[config.mk]
export PLATFORM = sky130hd
export DESIGN_NAME = float_to_milli_decimal_text_unit
export DESIGN_NICKNAME = d
export VERILOG_FILES = /design/src/rtl/ftmd_pkg.sv /design/src/rtl/ftmd_dp.sv /design/src/rtl/ftmd_ctrl.sv /design/src/rtl/float_to_milli_decimal_text_unit.sv
export SDC_FILE = /design/constraint.sdc
export NUM_CORES = 1
export LEC_CHECK = 0
export ABC_AREA = 1
export BUFFER_PORTS_ARGS = -buffer_cell sky130_fd_sc_hd__buf_2
export CAP_MARGIN = 0
export CORE_MARGIN = 5
export CORE_UTILIZATION = 25
export DETAILED_ROUTE_END_ITERATION = 16
export HOLD_SLACK_MARGIN = 0.03
export PLACE_DENSITY = 0.41
export SLEW_MARGIN = 15
export SYNTH_ARGS = -nofsm -noshare
export SYNTH_HDL_FRONTEND = slang
export SYNTH_SLANG_ARGS = --single-unit
export TNS_END_PERCENT = 1
[constraint.sdc]
create_clock -name aclk -period 12.2 [get_ports aclk]
set_input_delay 2.44 -clock aclk [delete_from_list [all_inputs] [get_ports aclk]]
set_output_delay 2.44 -clock aclk [all_outputs]
set_load 0.02 [all_outputs]
[src/rtl/ftmd_pkg.sv]
// Shared types, constants and character tables for the float to decimal text unit.
package ftmd_pkg;

    localparam int unsigned FLOAT_W    = 32;
    localparam int unsigned EXP_W      = 8;
    localparam int unsigned MANT_W     = 23;
    localparam int unsigned PROD_W     = 31;
    localparam int unsigned BIN_W      = 32;
    localparam int unsigned DIGITS     = 10;
    localparam int unsigned BCD_W      = 4 * DIGITS;
    localparam int unsigned CHAR_W     = 7;
    localparam int unsigned KIND_W     = 2;
    localparam int unsigned PTR_W      = 4;
    localparam int unsigned CNT_W      = 3;
    localparam int unsigned BITS_PER_STEP = 4;
    localparam int unsigned CONV_STEPS = BIN_W / BITS_PER_STEP;

    localparam logic [EXP_W-1:0]  EXP_SPECIAL = 8'hFF;
    localparam logic [EXP_W-1:0]  EXP_OFFSET  = 8'd147;
    localparam logic [PROD_W-1:0] MILLI_SCALE = 31'd125;

    localparam logic [KIND_W-1:0] KIND_NUMBER   = 2'd0;
    localparam logic [KIND_W-1:0] KIND_NAN      = 2'd1;
    localparam logic [KIND_W-1:0] KIND_INF      = 2'd2;
    localparam logic [KIND_W-1:0] KIND_OVERFLOW = 2'd3;

    localparam logic [CHAR_W-1:0] CHAR_MINUS = 7'("-");
    localparam logic [CHAR_W-1:0] CHAR_DOT   = 7'(".");
    localparam logic [CHAR_W-1:0] CHAR_ZERO  = 7'("0");

    // Text positions: minus sign, seven integer digits, point, three fraction digits.
    localparam logic [PTR_W-1:0] PTR_SIGN       = 4'd0;
    localparam logic [PTR_W-1:0] PTR_FIRST_DIG  = 4'd1;
    localparam logic [PTR_W-1:0] PTR_UNITS      = 4'd7;
    localparam logic [PTR_W-1:0] PTR_DOT        = 4'd8;
    localparam logic [PTR_W-1:0] PTR_NUM_LAST   = 4'd11;
    localparam logic [PTR_W-1:0] PTR_NAN_LAST   = 4'd2;
    localparam logic [PTR_W-1:0] PTR_INF_LAST   = 4'd3;
    localparam logic [PTR_W-1:0] PTR_OVF_LAST   = 4'd8;

    typedef struct packed {
        logic             load;
        logic             scale;
        logic             step;
        logic             out_load;
        logic [PTR_W-1:0] ptr;
    } dp_cmd_t;

    typedef struct packed {
        logic [PTR_W-1:0] first_ptr;
        logic [PTR_W-1:0] jump_ptr;
        logic [PTR_W-1:0] last_ptr;
    } dp_sts_t;

    // Characters of the fixed strings; unsigned forms start one place later.
    function automatic logic [CHAR_W-1:0] fixed_char(
        input logic [KIND_W-1:0] kind,
        input logic [PTR_W-1:0]  ptr
    );
        logic [CHAR_W-1:0] ch;
        ch = CHAR_MINUS;
        case (kind)
            KIND_NAN: begin
                case (ptr)
                    4'd0:    ch = 7'("N");
                    4'd1:    ch = 7'("a");
                    default: ch = 7'("N");
                endcase
            end
            KIND_INF: begin
                case (ptr)
                    4'd1:    ch = 7'("I");
                    4'd2:    ch = 7'("n");
                    4'd3:    ch = 7'("f");
                    default: ch = CHAR_MINUS;
                endcase
            end
            default: begin
                case (ptr)
                    4'd1:    ch = 7'("O");
                    4'd2:    ch = 7'("v");
                    4'd3:    ch = 7'("e");
                    4'd4:    ch = 7'("r");
                    4'd5:    ch = 7'("f");
                    4'd6:    ch = 7'("l");
                    4'd7:    ch = 7'("o");
                    4'd8:    ch = 7'("w");
                    default: ch = CHAR_MINUS;
                endcase
            end
        endcase
        return ch;
    endfunction

endpackage

[src/rtl/ftmd_dp.sv]
// Datapath: scaling, binary to decimal conversion and character selection.
module ftmd_dp (
    input  logic                                   aclk,
    input  logic [ftmd_pkg::FLOAT_W-1:0]           s_float_bits,
    input  ftmd_pkg::dp_cmd_t                      cmd,
    output ftmd_pkg::dp_sts_t                      sts,
    output logic [ftmd_pkg::CHAR_W-1:0]            m_character,
    output logic [ftmd_pkg::KIND_W-1:0]            m_kind,
    output logic                                   m_last
);

    logic                               neg_reg, neg_next;
    logic [ftmd_pkg::EXP_W-1:0]         expo_reg, expo_next;
    logic [ftmd_pkg::PROD_W-1:0]        prod_reg, prod_next;
    logic [ftmd_pkg::KIND_W-1:0]        kind_reg, kind_next;
    logic [ftmd_pkg::BIN_W-1:0]         bin_reg, bin_next;
    logic [ftmd_pkg::BCD_W-1:0]         bcd_reg, bcd_next;
    logic [ftmd_pkg::CHAR_W-1:0]        char_reg, char_next;
    logic [ftmd_pkg::KIND_W-1:0]        okind_reg, okind_next;
    logic                               olast_reg, olast_next;

    logic [ftmd_pkg::EXP_W-1:0]         in_expo;
    logic [ftmd_pkg::MANT_W-1:0]        in_mant;
    logic [ftmd_pkg::EXP_W-1:0]         up_amt;
    logic [ftmd_pkg::EXP_W-1:0]         dn_amt;
    logic [2*ftmd_pkg::BIN_W-2:0]       wide;
    logic                               too_big;
    logic [ftmd_pkg::BIN_W-1:0]         scaled;
    logic [ftmd_pkg::BCD_W-1:0]         bcd_t;
    logic [ftmd_pkg::BIN_W-1:0]         bin_t;
    logic                               nonzero;
    logic [ftmd_pkg::PTR_W-1:0]         dig_start;
    logic [ftmd_pkg::PTR_W-1:0]         dig_idx;
    logic [3:0]                         digit;
    logic [ftmd_pkg::CHAR_W-1:0]        cur_char;

    assign in_expo = s_float_bits[ftmd_pkg::FLOAT_W-2 -: ftmd_pkg::EXP_W];
    assign in_mant = s_float_bits[ftmd_pkg::MANT_W-1:0];

    // Scaling by a power of two: left shifts that lose set bits overflow.
    always_comb begin
        up_amt  = expo_reg - ftmd_pkg::EXP_OFFSET;
        dn_amt  = ftmd_pkg::EXP_OFFSET - expo_reg;
        wide    = {{(ftmd_pkg::BIN_W){1'b0}}, prod_reg} << up_amt[4:0];
        too_big = 1'b0;
        scaled  = '0;
        if (expo_reg == '0) begin
            scaled = '0;
        end else if (expo_reg >= ftmd_pkg::EXP_OFFSET) begin
            too_big = (up_amt[ftmd_pkg::EXP_W-1:5] != '0) ||
                      (wide[2*ftmd_pkg::BIN_W-2:ftmd_pkg::BIN_W] != '0);
            scaled  = wide[ftmd_pkg::BIN_W-1:0];
        end else if (dn_amt[ftmd_pkg::EXP_W-1:5] != '0) begin
            scaled = '0;
        end else begin
            scaled = {1'b0, prod_reg} >> dn_amt[4:0];
        end
    end

    // Four shift-and-add-three steps of the double dabble per cycle.
    always_comb begin
        bcd_t = bcd_reg;
        bin_t = bin_reg;
        for (int s = 0; s < ftmd_pkg::BITS_PER_STEP; s++) begin
            for (int d = 0; d < ftmd_pkg::DIGITS; d++) begin
                if (bcd_t[4*d +: 4] >= 4'd5) begin
                    bcd_t[4*d +: 4] = bcd_t[4*d +: 4] + 4'd3;
                end
            end
            bcd_t = {bcd_t[ftmd_pkg::BCD_W-2:0], bin_t[ftmd_pkg::BIN_W-1]};
            bin_t = {bin_t[ftmd_pkg::BIN_W-2:0], 1'b0};
        end
    end

    // The most significant nonzero integer digit, or else the units digit, sets where the digits begin.
    always_comb begin
        nonzero   = (bcd_reg != '0);
        dig_start = ftmd_pkg::PTR_UNITS;
        for (int d = 4; d < ftmd_pkg::DIGITS; d++) begin
            if (bcd_reg[4*d +: 4] != 4'd0) begin
                dig_start = ftmd_pkg::PTR_W'(ftmd_pkg::DIGITS - d);
            end
        end
    end

    always_comb begin
        sts.jump_ptr = (kind_reg == ftmd_pkg::KIND_NUMBER) ? dig_start
                                                           : ftmd_pkg::PTR_FIRST_DIG;
        case (kind_reg)
            ftmd_pkg::KIND_NUMBER: begin
                sts.last_ptr  = ftmd_pkg::PTR_NUM_LAST;
                sts.first_ptr = (neg_reg && nonzero) ? ftmd_pkg::PTR_SIGN : dig_start;
            end
            ftmd_pkg::KIND_NAN: begin
                sts.last_ptr  = ftmd_pkg::PTR_NAN_LAST;
                sts.first_ptr = ftmd_pkg::PTR_SIGN;
            end
            ftmd_pkg::KIND_INF: begin
                sts.last_ptr  = ftmd_pkg::PTR_INF_LAST;
                sts.first_ptr = neg_reg ? ftmd_pkg::PTR_SIGN : ftmd_pkg::PTR_FIRST_DIG;
            end
            default: begin
                sts.last_ptr  = ftmd_pkg::PTR_OVF_LAST;
                sts.first_ptr = neg_reg ? ftmd_pkg::PTR_SIGN : ftmd_pkg::PTR_FIRST_DIG;
            end
        endcase
    end

    always_comb begin
        if (cmd.ptr > ftmd_pkg::PTR_DOT) begin
            dig_idx = ftmd_pkg::PTR_NUM_LAST - cmd.ptr;
        end else begin
            dig_idx = ftmd_pkg::PTR_DOT + 4'd2 - cmd.ptr;
        end
        digit = bcd_reg[4*dig_idx +: 4];
        if (kind_reg != ftmd_pkg::KIND_NUMBER) begin
            cur_char = ftmd_pkg::fixed_char(kind_reg, cmd.ptr);
        end else if (cmd.ptr == ftmd_pkg::PTR_SIGN) begin
            cur_char = ftmd_pkg::CHAR_MINUS;
        end else if (cmd.ptr == ftmd_pkg::PTR_DOT) begin
            cur_char = ftmd_pkg::CHAR_DOT;
        end else begin
            cur_char = ftmd_pkg::CHAR_ZERO + {3'b000, digit};
        end
    end

    always_comb begin
        neg_next   = neg_reg;
        expo_next  = expo_reg;
        prod_next  = prod_reg;
        kind_next  = kind_reg;
        bin_next   = bin_reg;
        bcd_next   = bcd_reg;
        char_next  = char_reg;
        okind_next = okind_reg;
        olast_next = olast_reg;
        if (cmd.load) begin
            neg_next  = s_float_bits[ftmd_pkg::FLOAT_W-1];
            expo_next = in_expo;
            prod_next = {7'd0, 1'b1, in_mant} * ftmd_pkg::MILLI_SCALE;
            if (in_expo == ftmd_pkg::EXP_SPECIAL) begin
                kind_next = (in_mant == '0) ? ftmd_pkg::KIND_INF : ftmd_pkg::KIND_NAN;
            end else begin
                kind_next = ftmd_pkg::KIND_NUMBER;
            end
        end
        if (cmd.scale) begin
            bin_next = scaled;
            bcd_next = '0;
            if (kind_reg == ftmd_pkg::KIND_NUMBER && too_big) begin
                kind_next = ftmd_pkg::KIND_OVERFLOW;
            end
        end
        if (cmd.step) begin
            bin_next = bin_t;
            bcd_next = bcd_t;
        end
        if (cmd.out_load) begin
            char_next  = cur_char;
            okind_next = kind_reg;
            olast_next = (cmd.ptr == sts.last_ptr);
        end
    end

    always_ff @(posedge aclk) begin
        neg_reg   <= neg_next;
        expo_reg  <= expo_next;
        prod_reg  <= prod_next;
        kind_reg  <= kind_next;
        bin_reg   <= bin_next;
        bcd_reg   <= bcd_next;
        char_reg  <= char_next;
        okind_reg <= okind_next;
        olast_reg <= olast_next;
    end

    assign m_character = char_reg;
    assign m_kind      = okind_reg;
    assign m_last      = olast_reg;

endmodule

[src/rtl/ftmd_ctrl.sv]
// Controller: sequences scaling, conversion and character output for one item.
module ftmd_ctrl (
    input  logic              aclk,
    input  logic              aresetn,
    input  logic              s_valid,
    output logic              s_ready,
    output logic              m_valid,
    input  logic              m_ready,
    input  ftmd_pkg::dp_sts_t sts,
    output ftmd_pkg::dp_cmd_t cmd
);

    typedef enum logic [2:0] {
        ST_IDLE,
        ST_SCALE,
        ST_CONV,
        ST_PREP,
        ST_EMIT
    } state_t;

    state_t                        state_reg, state_next;
    logic [ftmd_pkg::PTR_W-1:0]    ptr_reg, ptr_next;
    logic [ftmd_pkg::CNT_W-1:0]    cnt_reg, cnt_next;
    logic                          m_valid_reg, m_valid_next;

    always_comb begin
        state_next   = state_reg;
        ptr_next     = ptr_reg;
        cnt_next     = cnt_reg;
        m_valid_next = m_valid_reg && !m_ready;
        cmd          = '0;
        cmd.ptr      = ptr_reg;
        s_ready      = (state_reg == ST_IDLE);
        case (state_reg)
            ST_IDLE: begin
                if (s_valid) begin
                    cmd.load   = 1'b1;
                    state_next = ST_SCALE;
                end
            end
            ST_SCALE: begin
                cmd.scale  = 1'b1;
                cnt_next   = '0;
                state_next = ST_CONV;
            end
            ST_CONV: begin
                cmd.step = 1'b1;
                cnt_next = cnt_reg + 1'b1;
                if (cnt_reg == ftmd_pkg::CNT_W'(ftmd_pkg::CONV_STEPS - 1)) begin
                    state_next = ST_PREP;
                end
            end
            ST_PREP: begin
                ptr_next   = sts.first_ptr;
                state_next = ST_EMIT;
            end
            ST_EMIT: begin
                if (!m_valid_reg || m_ready) begin
                    cmd.out_load = 1'b1;
                    m_valid_next = 1'b1;
                    if (ptr_reg == sts.last_ptr) begin
                        state_next = ST_IDLE;
                    end else if (ptr_reg == ftmd_pkg::PTR_SIGN) begin
                        ptr_next = sts.jump_ptr;
                    end else begin
                        ptr_next = ptr_reg + 1'b1;
                    end
                end
            end
            default: begin
                state_next = ST_IDLE;
            end
        endcase
    end

    always_ff @(posedge aclk) begin
        if (!aresetn) begin
            state_reg   <= ST_IDLE;
            ptr_reg     <= '0;
            cnt_reg     <= '0;
            m_valid_reg <= 1'b0;
        end else begin
            state_reg   <= state_next;
            ptr_reg     <= ptr_next;
            cnt_reg     <= cnt_next;
            m_valid_reg <= m_valid_next;
        end
    end

    assign m_valid = m_valid_reg;

endmodule

[src/rtl/float_to_milli_decimal_text_unit.sv]
// Top level of the single-precision float to three-decimal ASCII text unit.
// Usage:
//   The input channel (s_valid, s_ready, s_float_bits) takes one raw
//   single-precision bit pattern per item. The result channel (m_valid,
//   m_ready, m_character, m_kind, m_last) returns the text one character per
//   item, with m_last high on the final character of each value.
//   The value is printed with a sign, the integer digits and three
//   fraction digits; NaN, infinities and overflow give fixed words.
// Timing:
//   One value is handled at a time. After acceptance, the scale state
//   scales the mantissa, the conversion state converts to decimal at four
//   bits per cycle through the double dabble unit, and the prepare state
//   selects the first character. Characters then leave at one per cycle
//   while the receiver does not stall.
// Reset and stalls:
//   A synchronous active-low reset returns the unit to idle with no result
//   pending. When the receiver holds m_ready low, the current character is
//   held in the output register and the sequence pauses; the next value is
//   accepted while the final character of the previous one is still waiting.
module float_to_milli_decimal_text_unit (
    input  logic                             aclk,
    input  logic                             aresetn,
    input  logic                             s_valid,
    output logic                             s_ready,
    input  logic [ftmd_pkg::FLOAT_W-1:0]     s_float_bits,
    output logic                             m_valid,
    input  logic                             m_ready,
    output logic [ftmd_pkg::CHAR_W-1:0]      m_character,
    output logic [ftmd_pkg::KIND_W-1:0]      m_kind,
    output logic                             m_last
);

    ftmd_pkg::dp_cmd_t cmd;
    ftmd_pkg::dp_sts_t sts;

    ftmd_ctrl u_ctrl (
        .aclk    (aclk),
        .aresetn (aresetn),
        .s_valid (s_valid),
        .s_ready (s_ready),
        .m_valid (m_valid),
        .m_ready (m_ready),
        .sts     (sts),
        .cmd     (cmd)
    );

    ftmd_dp u_dp (
        .aclk         (aclk),
        .s_float_bits (s_float_bits),
        .cmd          (cmd),
        .sts          (sts),
        .m_character  (m_character),
        .m_kind       (m_kind),
        .m_last       (m_last)
    );

    a_idle_only_after_last: assert property (@(posedge aclk) disable iff (!aresetn)
        (s_ready && m_valid) |-> m_last)
        else $error("New item accepted while a text was unfinished.");

    a_accept_no_new_char: assert property (@(posedge aclk) disable iff (!aresetn)
        (s_valid && s_ready) |=> (!m_valid || m_last))
        else $error("Character produced too early after acceptance.");

    a_kind_steady: assert property (@(posedge aclk) disable iff (!aresetn)
        (m_valid && m_ready && !m_last) |=> (m_kind == $past(m_kind)))
        else $error("Kind changed within one text.");

    a_output_pointer_in_range: assert property (@(posedge aclk) disable iff (!aresetn)
        cmd.out_load |-> (cmd.ptr <= sts.last_ptr))
        else $error("Character position beyond end of text.");

endmodule
==> results of run 1 <==
[worst max-delay path by stage]
| stage | to | slack [ns] | cells after the start |
|---|---|---|---|
| after CTS | u_dp.prod_reg[23]$_DFFE_PP_ | 5.87 | 16 |
| after floorplan | u_dp.prod_reg[23]$_DFFE_PP_ | 5.94 | 15 |
| after global placement | u_dp.prod_reg[23]$_DFFE_PP_ | 5.42 | 16 |
| final | u_dp.prod_reg[30]$_DFFE_PP_ | 5.88 | 17 |
| after global routing | u_dp.prod_reg[30]$_DFFE_PP_ | 5.61 | 17 |
| after detailed placement | u_dp.prod_reg[23]$_DFFE_PP_ | 5.36 | 16 |
[through the flow]
stage	cells	area (um2)	util, %
after global routing	3670	20220	27.71
after floorplan	2685	18410	-
after detailed placement	3638	19630	26.90
after global placement	3638	19630	26.90
final	3671	20220	27.71
after CTS	3670	20220	27.71
[cell type report]
type,count,area share (%)
diodes,1,0.01238
clock buffers,18,2.123
clock inverters,14,0.7921
inverters,414,7.698
multi-input cells,2065,61.97
flip-flops and latches,142,19.90
well taps,959,5.934
repair buffers,58,1.572
[layer usage]
| metal | part of all wire (%) | up-vias | global-route usage (%) |
|---|---|---|---|
| li1 | - | 8813 | - |
| met2 | 47 | 314 | 24.31 |
| met5 | 0.048 | - | 0 |
| met1 | 45 | 8027 | 18.73 |
| met4 | 3.0 | 4 | 4.998 |
| met3 | 4.2 | 76 | 2.318 |
[synthesized netlist by cell type (13+ instances only)]
cell | instances | area, um2
a21oi_1 | 118 | 590.6
a31oi_1 | 16 | 100.1
and2_1 | 13 | 81.33
buf_2 | 15 | 75.07
clkbuf_1 | 34 | 127.6
dfxtp_1 | 24 | 480.5
edfxtp_1 | 118 | 3543
fa_1 | 83 | 1662
ha_1 | 187 | 2340
inv_1 | 395 | 1483
inv_2 | 15 | 56.30
nand2_1 | 710 | 2665
nand3_1 | 295 | 1476
nand3_2 | 17 | 170.2
nand4_1 | 36 | 225.2
nor2_1 | 198 | 743.2
nor3_1 | 15 | 75.07
o211ai_1 | 26 | 195.2
o21ai_0 | 148 | 740.7
o21ai_1 | 53 | 265.3
or2_2 | 19 | 118.9
xor2_1 | 24 | 210.2
[cells by family after synthesis]
group	count (synthesis)	share of synthesized area (%)
flip-flops	142	21.86
XOR/XNOR	37	1.863
multiplexers	7	0.3807
AND/OR/NAND/NOR	1343	31.62
buffers and inverters	478	10.17
AO/OA/AOI/OAI	408	12.36
adder cells (fa/ha/maj)	270	21.74
[critical path, cell delays in order]
cell and delay [ns]:
buf_2 0.12, inv_1 0.24, fa_1 0.49, fa_1 0.56
inv_1 0.06, fa_1 0.54, inv_1 0.06, fa_1 0.49
inv_1 0.04, ha_1 0.34, nand2_1 0.13, nor4_1 0.42
nand4_1 0.15, nand3_1 0.20, nand3_1 0.10, nand3_1 0.09
xor2_1 0.07
==> flow_summary.json, run 1 <==
{
  "drv_cap": 0,
  "run_status": "complete, no violations",
  "remaining_drcs": 0,
  "gp_congestion": 0.9176,
  "globalRouteTotalUtil_pct": 14.37,
  "number_of_hold_violations_in_the_final_report": 0,
  "syn-num-nets": 2991,
  "sort_of_element_at_the_end_of_the_critical_path": "flip-flop",
  "worst_slew_margin_rel_pct": 28.20,
  "cts_made_buffers": 17,
  "r2r.worst_path.cells": 27,
  "min_period_ns": 6.317,
  "core_um2": 72960,
  "layout-area-overhead-vs-synth_pct": 9.850,
  "timing.hold.ws_ns": 0.4577,
  "min_delay_path_depth": 2,
  "synthCells": 2685,
  "placement_rows": 99,
  "final_nets": 3004,
  "synth-edff-count": 118,
  "via_per_inst": 4.695,
  "gr-total-overflow": 0,
  "layout_commonest_cell": "nand2_1",
  "worst_min_path_class": "flip-flop to flip-flop",
  "grt_first_pass_wirelength_mm": 90.94,
  "maxSlewViolCount": 0,
  "drt_pre_antenna_iters": 9,
  "postSynthAreaPerCell_um2": 6.855,
  "synth_ff_type": "edfxtp_1",
  "die_w_um": 281.3,
  "initial_utilization_pct": 25.23,
  "reg2reg_slack_ns": 7.81,
  "fmax_ghz": 0.1583,
  "tritoncts": "built",
  "timing.rr.end": "u_dp.bcd_reg[5]$_SDFFCE_PN0P_",
  "asyncSetResetFlopFracSynth_pct": 0,
  "holdPathEnd": "u_dp.bin_reg[3]$_SDFFE_PP0P_",
  "critPathKind": "input pin to flip-flop",
  "hpwl_mm": 46.74,
  "nFillCells": 8053,
  "area_of_the_multi_input_gates_um2": 12530,
  "synth.lib_cells_used.distinct": 52,
  "ff_latch_area_um2": 4024,
  "worst_ep_arrival_time_ns": 6.53,
  "total_wire_length_mm": 56.83,
  "rsz0062_at_grt": "false",
  "worst-slew-pin-transition_ns": 1.077,
  "drt_iter0_drc": 1194,
  "final_layout_size_suffix_gt1_share_pct": 6.345,
  "cts_setup_buffers": 0,
  "worstSetupStartpoint": "s_float_bits[15]",
  "synth_seq_cells": 142,
  "num_vias": 17230,
  "grt_max_degree": 74,
  "fin_worst_skew_ns": 0.01355,
  "commonest_cells_after_routing_fill_and_taps_aside": "nand2_1, inv_1, nand3_1",
  "worstHoldStart": "u_dp.bin_reg[3]$_SDFFE_PP0P_",
  "synth_sequential_area_ratio_pct": 21.86,
  "route.detailed.wl_per_inst_um": 15.48,
  "timing.final.crit_share_pct": 51.78,
  "tns_setup_ns": 0,
  "critical_path_peak_fanout": 5,
  "pre_cts_slack_ns": 5.358,
  "setup_viol": 0,
  "first_global_vias": 16820,
  "antenna_found_initial": 4,
  "required_ns": 12.41,
  "r2r-start": "u_dp.bcd_reg[0]$_SDFFCE_PN0P_",
  "clock_pin_transition_on_the_worst_setup_and_hold_timing_paths_ns": 0.07,
  "io_buffer_count": 47,
  "insertion_delay_ns": 0.47,
  "cts_root_buf": "clkbuf_16",
  "io_count": 48,
  "synth_warnings": 0,
  "cts_num_sinks": 142,
  "chipHeight_um": 281.3,
  "die_area_um2": 79150,
  "final_antenna_net_count": 0,
  "cts.hold.buffers_added": 0,
  "ctsResizeCount": 0,
  "largest_reg_flops": 40,
  "netlist_area_before_placement_um2": 18410,
  "cts-root-to-sink-buffers": 2,
  "timing.final.ws_setup_ns": 5.883,
  "h-tree-depth": 4,
  "cp_launch_type": "input pin"
}
Power of run 1 is not shown: default switching activity piles up to over one toggle a cycle in this logic, so the estimate is an artifact.
==> run 2, diff against run 1 <==
==> constraint.sdc (replaced) <==
create_clock -name aclk -period 6.1 [get_ports aclk]
set_input_delay 1.22 -clock aclk [delete_from_list [all_inputs] [get_ports aclk]]
set_output_delay 1.22 -clock aclk [all_outputs]
set_load 0.02 [all_outputs]
==> run 2 against run 1 <==
Against the previous run: global-route usage about the same; highest routed layer unchanged; cell count about the same; sequential share of layout area about the same; final area about the same; setup slack worse by 4.8 ns.
==> flow_summary.json, run 2 (same netlist as run 1, synthesis figures left out) <==
{
  "run_status": "complete, no violations",
  "tns_setup_ns": 0,
  "first_global_vias": 16780,
  "critPathMostFrequentCell": "fa_1",
  "io_count": 48,
  "maxSlewViolCount": 0,
  "final_nets": 3006,
  "grt_max_degree": 74,
  "cts_num_sinks": 142,
  "cts.hold.buffers_added": 0,
  "largest_reg_flops": 40,
  "die_area_um2": 79150,
  "worst_min_path_class": "flip-flop to flip-flop",
  "layout-area-overhead-vs-synth_pct": 9.755,
  "reg2reg_slack_ns": 1.67,
  "gr-total-overflow": 0,
  "biggest_cell_delay_along_the_critical_path_ns": 0.54,
  "ctsResizeCount": 0,
  "critPathKind": "input pin to flip-flop",
  "insertion_delay_ns": 0.47,
  "cts_setup_buffers": 0,
  "route.detailed.wl_per_inst_um": 15.61,
  "sort_of_element_at_the_end_of_the_critical_path": "flip-flop",
  "grt_first_pass_wirelength_mm": 90.97,
  "num_vias": 17280,
  "cp_launch_type": "input pin",
  "number_of_hold_violations_in_the_final_report": 0,
  "remaining_drcs": 0,
  "fin_worst_skew_ns": 0.009842,
  "io_buffer_count": 47,
  "path_delay_family": "adder cells",
  "critPathCapture": "u_dp.prod_reg[23]$_DFFE_PP_",
  "worst-slew-pin-transition_ns": 1.070,
  "rsz0062_at_grt": "false",
  "cts_root_buf": "clkbuf_16",
  "worst_ep_arrival_time_ns": 5.28,
  "cts_made_buffers": 17,
  "chipHeight_um": 281.3,
  "critical_path.cell_chain": "buf_2 > inv_1 > fa_1 > fa_1 > fa_1 > fa_1 > inv_1 > ha_1 > a21o_1 > a31oi_1 > o21ai_2 > a21oi_1 > o21bai_1 > nand2_1 > nand2_1 > xor2_1",
  "final_layout_size_suffix_gt1_share_pct": 6.450,
  "critical_path_peak_fanout": 5,
  "r2r-start": "u_dp.bcd_reg[0]$_SDFFCE_PN0P_",
  "placement_rows": 99,
  "timing.hold.ws_ns": 0.4613,
  "core_um2": 72960,
  "hpwl_mm": 46.94,
  "min_period_ns": 5.055,
  "worst_slew_margin_rel_pct": 28.65,
  "nFillCells": 8064,
  "worst_path_max_delay_cell": "fa_1",
  "clock_pin_transition_on_the_worst_setup_and_hold_timing_paths_ns": 0.07,
  "via_per_inst": 4.707,
  "initial_utilization_pct": 25.23,
  "layout_commonest_cell": "nand2_1",
  "timing.critical_path.depth": 16,
  "h-tree-depth": 4,
  "drv_cap": 0,
  "antenna_found_initial": 4,
  "fmax_ghz": 0.1978,
  "globalRouteTotalUtil_pct": 14.39,
  "timing.rr.end": "u_dp.bcd_reg[6]$_SDFFCE_PN0P_",
  "cts-root-to-sink-buffers": 2,
  "commonest_cells_after_routing_fill_and_taps_aside": "nand2_1, inv_1, nand3_1",
  "total_wire_length_mm": 57.31,
  "drt_pre_antenna_iters": 5,
  "setup_viol": 0,
  "antenna_cells": 0,
  "gp_congestion": 0.9306,
  "worstSetupStartpoint": "s_float_bits[5]",
  "timing.final.crit_share_pct": 82.88,
  "postLayoutCoreUtil_pct": 27.69,
  "final_antenna_net_count": 0,
  "r2r.worst_path.cells": 27,
  "die_w_um": 281.3,
  "tritoncts": "built",
  "wp_buf_inv": 3,
  "required_ns": 6.33,
  "drt_iter0_drc": 1216
}
-- run 2: cell count changes in the layout (fill, tap and decap cells not counted), sizes merged, moves of 2 or more --
cell,previous run,this run
bufinv,2,0
clkbuf,18,20
clkinv,9,6
buf,58,60
clkinvlp,2,4
-- run 2: worst reg2reg max path: stages (launching register included) --
cell and delay, ns:
edfxtp_1 0.43, inv_1 0.15, ha_1 0.20, inv_1 0.07, nand2_1 0.10, nand3_1 0.13, nand2_1 0.10, and2_1 0.20
ha_1 0.22, inv_1 0.06, or2_1 0.20, nand3_1 0.11, nand2_2 0.10, nand2_1 0.08, and2_1 0.19, ha_1 0.22
inv_1 0.05, or2_2 0.27, nand2_2 0.11, nand2_2 0.09, nand3_2 0.15, inv_1 0.07, ha_1 0.18, or2_2 0.29
nand3_1 0.12, nand2_1 0.10, a21oi_1 0.14, nor2_1 0.06
-- run 2: final cells by class --
cell class / instances / area (um2) / area share (%)
sequential: 142 / 4024 / 19.92
clock buffer: 20 / 456.7 / 2.261
tap: 959 / 1200 / 5.940
clock inverter: 12 / 102.6 / 0.5079
multi-input combinational: 2065 / 12530 / 62.02
inverter: 414 / 1556 / 7.705
timing repair buffer: 60 / 332.8 / 1.647
-- run 2: layer usage --
| metal | wire, um | part of all wire (%) | track usage (%) |
|---|---|---|---|
| met1 | 26020 | 45 | 18.56 |
| met2 | 27940 | 49 | 25.15 |
| met3 | 2250 | 3.9 | 2.567 |
| met4 | 1067 | 1.9 | 3.486 |
| met5 | 27 | 0.047 | 0 |
-- run 2: worst min-delay path by stage --
stage | end | cells past startpoint | start
6_report | u_dp.bin_reg[3]$_SDFFE_PP0P_ | 2 | u_dp.bin_reg[3]$_SDFFE_PP0P_
5_1_grt | u_ctrl.cnt_reg[0]$_SDFFE_PN0P_ | 1 | u_ctrl.cnt_reg[0]$_SDFFE_PN0P_
4_1_cts | u_dp.bin_reg[3]$_SDFFE_PP0P_ | 2 | u_dp.bin_reg[3]$_SDFFE_PP0P_
3_5_place_dp | u_dp.bin_reg[3]$_SDFFE_PP0P_ | 2 | u_dp.bin_reg[3]$_SDFFE_PP0P_
3_3_place_gp | u_dp.bin_reg[3]$_SDFFE_PP0P_ | 2 | u_dp.bin_reg[3]$_SDFFE_PP0P_
2_1_floorplan | u_dp.bin_reg[2]$_SDFFE_PP0P_ | 2 | u_dp.bin_reg[2]$_SDFFE_PP0P_
-- run 2: stage by stage --
step	area, um2	cells	setup WS (ns)
4_1_cts	20200	3672	1.044
6_report	20200	3672	1.045
3_5_place_dp	19640	3640	0.5213
2_1_floorplan	18410	2685	1.062
5_1_grt	20200	3672	0.7548
3_3_place_gp	19640	3640	0.5342
Power of run 2 is left out for the same reason.
==> run 3, diff against run 2 <==
==> constraint.sdc (replaced) <==
create_clock -name aclk -period 5.2 [get_ports aclk]
set_input_delay 1.04 -clock aclk [delete_from_list [all_inputs] [get_ports aclk]]
set_output_delay 1.04 -clock aclk [all_outputs]
set_load 0.02 [all_outputs]
==> run 3 against run 2 <==
Against the previous run: sequential cell count is the same; final area rose by 1.8%; die area did not move; via count rose by 0.43%; hold slack lost 0.0024 ns; register-to-register slack worse by 0.90 ns; first-iteration DRC count down 13%; routed wire length decreased by 0.47%; cell count up 1.3%; global-route usage shrank 0.13 points; count of clock-buffer cells in the layout shrank 2.
==> flow_summary.json, run 3 (same netlist as run 1, synthesis figures left out) <==
{
  "run_status": "complete, no violations",
  "antenna_found_initial": 2,
  "tritoncts": "built",
  "cts_made_buffers": 17,
  "r2r.worst_path.cells": 27,
  "worstSetupStartpoint": "s_float_bits[9]",
  "route.detailed.wl_per_inst_um": 15.34,
  "worst_slew_margin_rel_pct": 22.28,
  "critPathKind": "input pin to flip-flop",
  "maxSlewViolCount": 0,
  "final_layout_size_suffix_gt1_share_pct": 7.977,
  "final_antenna_net_count": 0,
  "cts_num_sinks": 142,
  "cts-root-to-sink-buffers": 2,
  "io_count": 48,
  "die_w_um": 281.3,
  "timing.final.ws_setup_ns": 0.5015,
  "total_wire_length_mm": 57.04,
  "cts.hold.buffers_added": 0,
  "number_of_hold_violations_in_the_final_report": 0,
  "setup_viol": 0,
  "timing.rr.end": "u_dp.bcd_reg[6]$_SDFFCE_PN0P_",
  "drt_iter0_drc": 1061,
  "placement_rows": 99,
  "first_global_vias": 16750,
  "sort_of_element_at_the_end_of_the_critical_path": "flip-flop",
  "grt_max_degree": 58,
  "cts_setup_buffers": 0,
  "chipHeight_um": 281.3,
  "ctsResizeCount": 0,
  "timing.hold.ws_ns": 0.4589,
  "min_period_ns": 4.699,
  "largest_reg_flops": 40,
  "core_um2": 72960,
  "required_ns": 5.42,
  "via_per_inst": 4.667,
  "worstHoldStart": "u_dp.bin_reg[3]$_SDFFE_PP0P_",
  "reg2reg_slack_ns": 0.77,
  "commonest_cells_after_routing_fill_and_taps_aside": "nand2_1, inv_1, nand3_1",
  "final_nets": 3051,
  "grt_first_pass_wirelength_mm": 89.91,
  "initial_utilization_pct": 25.23,
  "cp_launch_type": "input pin",
  "pre_cts_slack_ns": -0.05439,
  "timing.final.crit_share_pct": 90.36,
  "rsz0062_at_grt": "false",
  "hpwl_mm": 46.97,
  "worst-slew-pin-transition_ns": 1.162,
  "h-tree-depth": 4,
  "die_area_um2": 79150,
  "clock_pin_transition_on_the_worst_setup_and_hold_timing_paths_ns": 0.06,
  "io_buffer_count": 47,
  "gr-total-overflow": 0,
  "remaining_drcs": 0,
  "r2r-start": "u_dp.bcd_reg[0]$_SDFFCE_PN0P_",
  "num_vias": 17360,
  "cts_root_buf": "clkbuf_16",
  "worst_ep_arrival_time_ns": 4.92,
  "fmax_ghz": 0.2128,
  "nFillCells": 7993,
  "insertion_delay_ns": 0.48,
  "critPathCapture": "u_dp.prod_reg[30]$_DFFE_PP_",
  "globalRouteTotalUtil_pct": 14.26,
  "critical_path_peak_fanout": 4,
  "postLayoutCoreUtil_pct": 28.20,
  "fin_worst_skew_ns": 0.01776,
  "drt_pre_antenna_iters": 6,
  "layout_commonest_cell": "nand2_1",
  "worst_min_path_class": "flip-flop to flip-flop",
  "layout-area-overhead-vs-synth_pct": 11.76,
  "gp_congestion": 0.9135,
  "drv_cap": 0
}
-- run 3: metrics by stage --
step | instances | setup TNS, ns | instance area (um2)
after global placement | 3685 | 0 | 19980
final | 3719 | 0 | 20570
after detailed placement | 3685 | -0.08197 | 19980
after global routing | 3717 | 0 | 20570
after floorplan | 2685 | 0 | 18410
after CTS | 3717 | 0 | 20560
-- run 3: how the worst min path moves through the flow --
| stage | end | depth (start not counted) |
|---|---|---|
| after floorplan | u_dp.bin_reg[2]$_SDFFE_PP0P_ | 2 |
| after global placement | u_dp.bin_reg[2]$_SDFFE_PP0P_ | 2 |
| after detailed placement | u_dp.bin_reg[2]$_SDFFE_PP0P_ | 2 |
| after CTS | u_dp.bin_reg[2]$_SDFFE_PP0P_ | 2 |
| after global routing | u_dp.bin_reg[2]$_SDFFE_PP0P_ | 2 |
| final | u_dp.bin_reg[3]$_SDFFE_PP0P_ | 2 |
-- run 3: layout make-up --
type                            instances  area (um2)  area share [%]
Antenna cell                            2       5.005         0.02433
Clock buffer                           18       450.4           2.190
Clock inverter                         14       127.6          0.6204
Inverter                              414        1556           7.566
Multi-Input combinational cell       2065       12540           60.95
Sequential cell                       142        4024           19.56
Tap cell                              959        1200           5.833
Timing Repair Buffer                  105       670.6           3.260
-- run 3: worst max-delay path, cell delays in order --
cell and delay (ns):
buf_2 0.11, inv_1 0.20, fa_1 0.49, fa_1 0.55
fa_1 0.44, fa_1 0.51, inv_1 0.04, ha_1 0.31
a21oi_1 0.22, a21boi_0 0.28, nand2_1 0.09, nand2_1 0.06
nand3_1 0.19, nand3_1 0.13, nand3_1 0.08, xor2_1 0.15
-- run 3: metal layers --
| metal | routed length (um) | up-vias | GRT usage, % |
|---|---|---|---|
| met5 | 0 | - | 0 |
| met3 | 2191 | 61 | 2.650 |
| met2 | 27450 | 284 | 24.64 |
| met4 | 1368 | 0 | 4.085 |
| met1 | 26030 | 8109 | 18.30 |
| li1 | - | 8903 | - |
Power of run 3 is left out for the same reason.
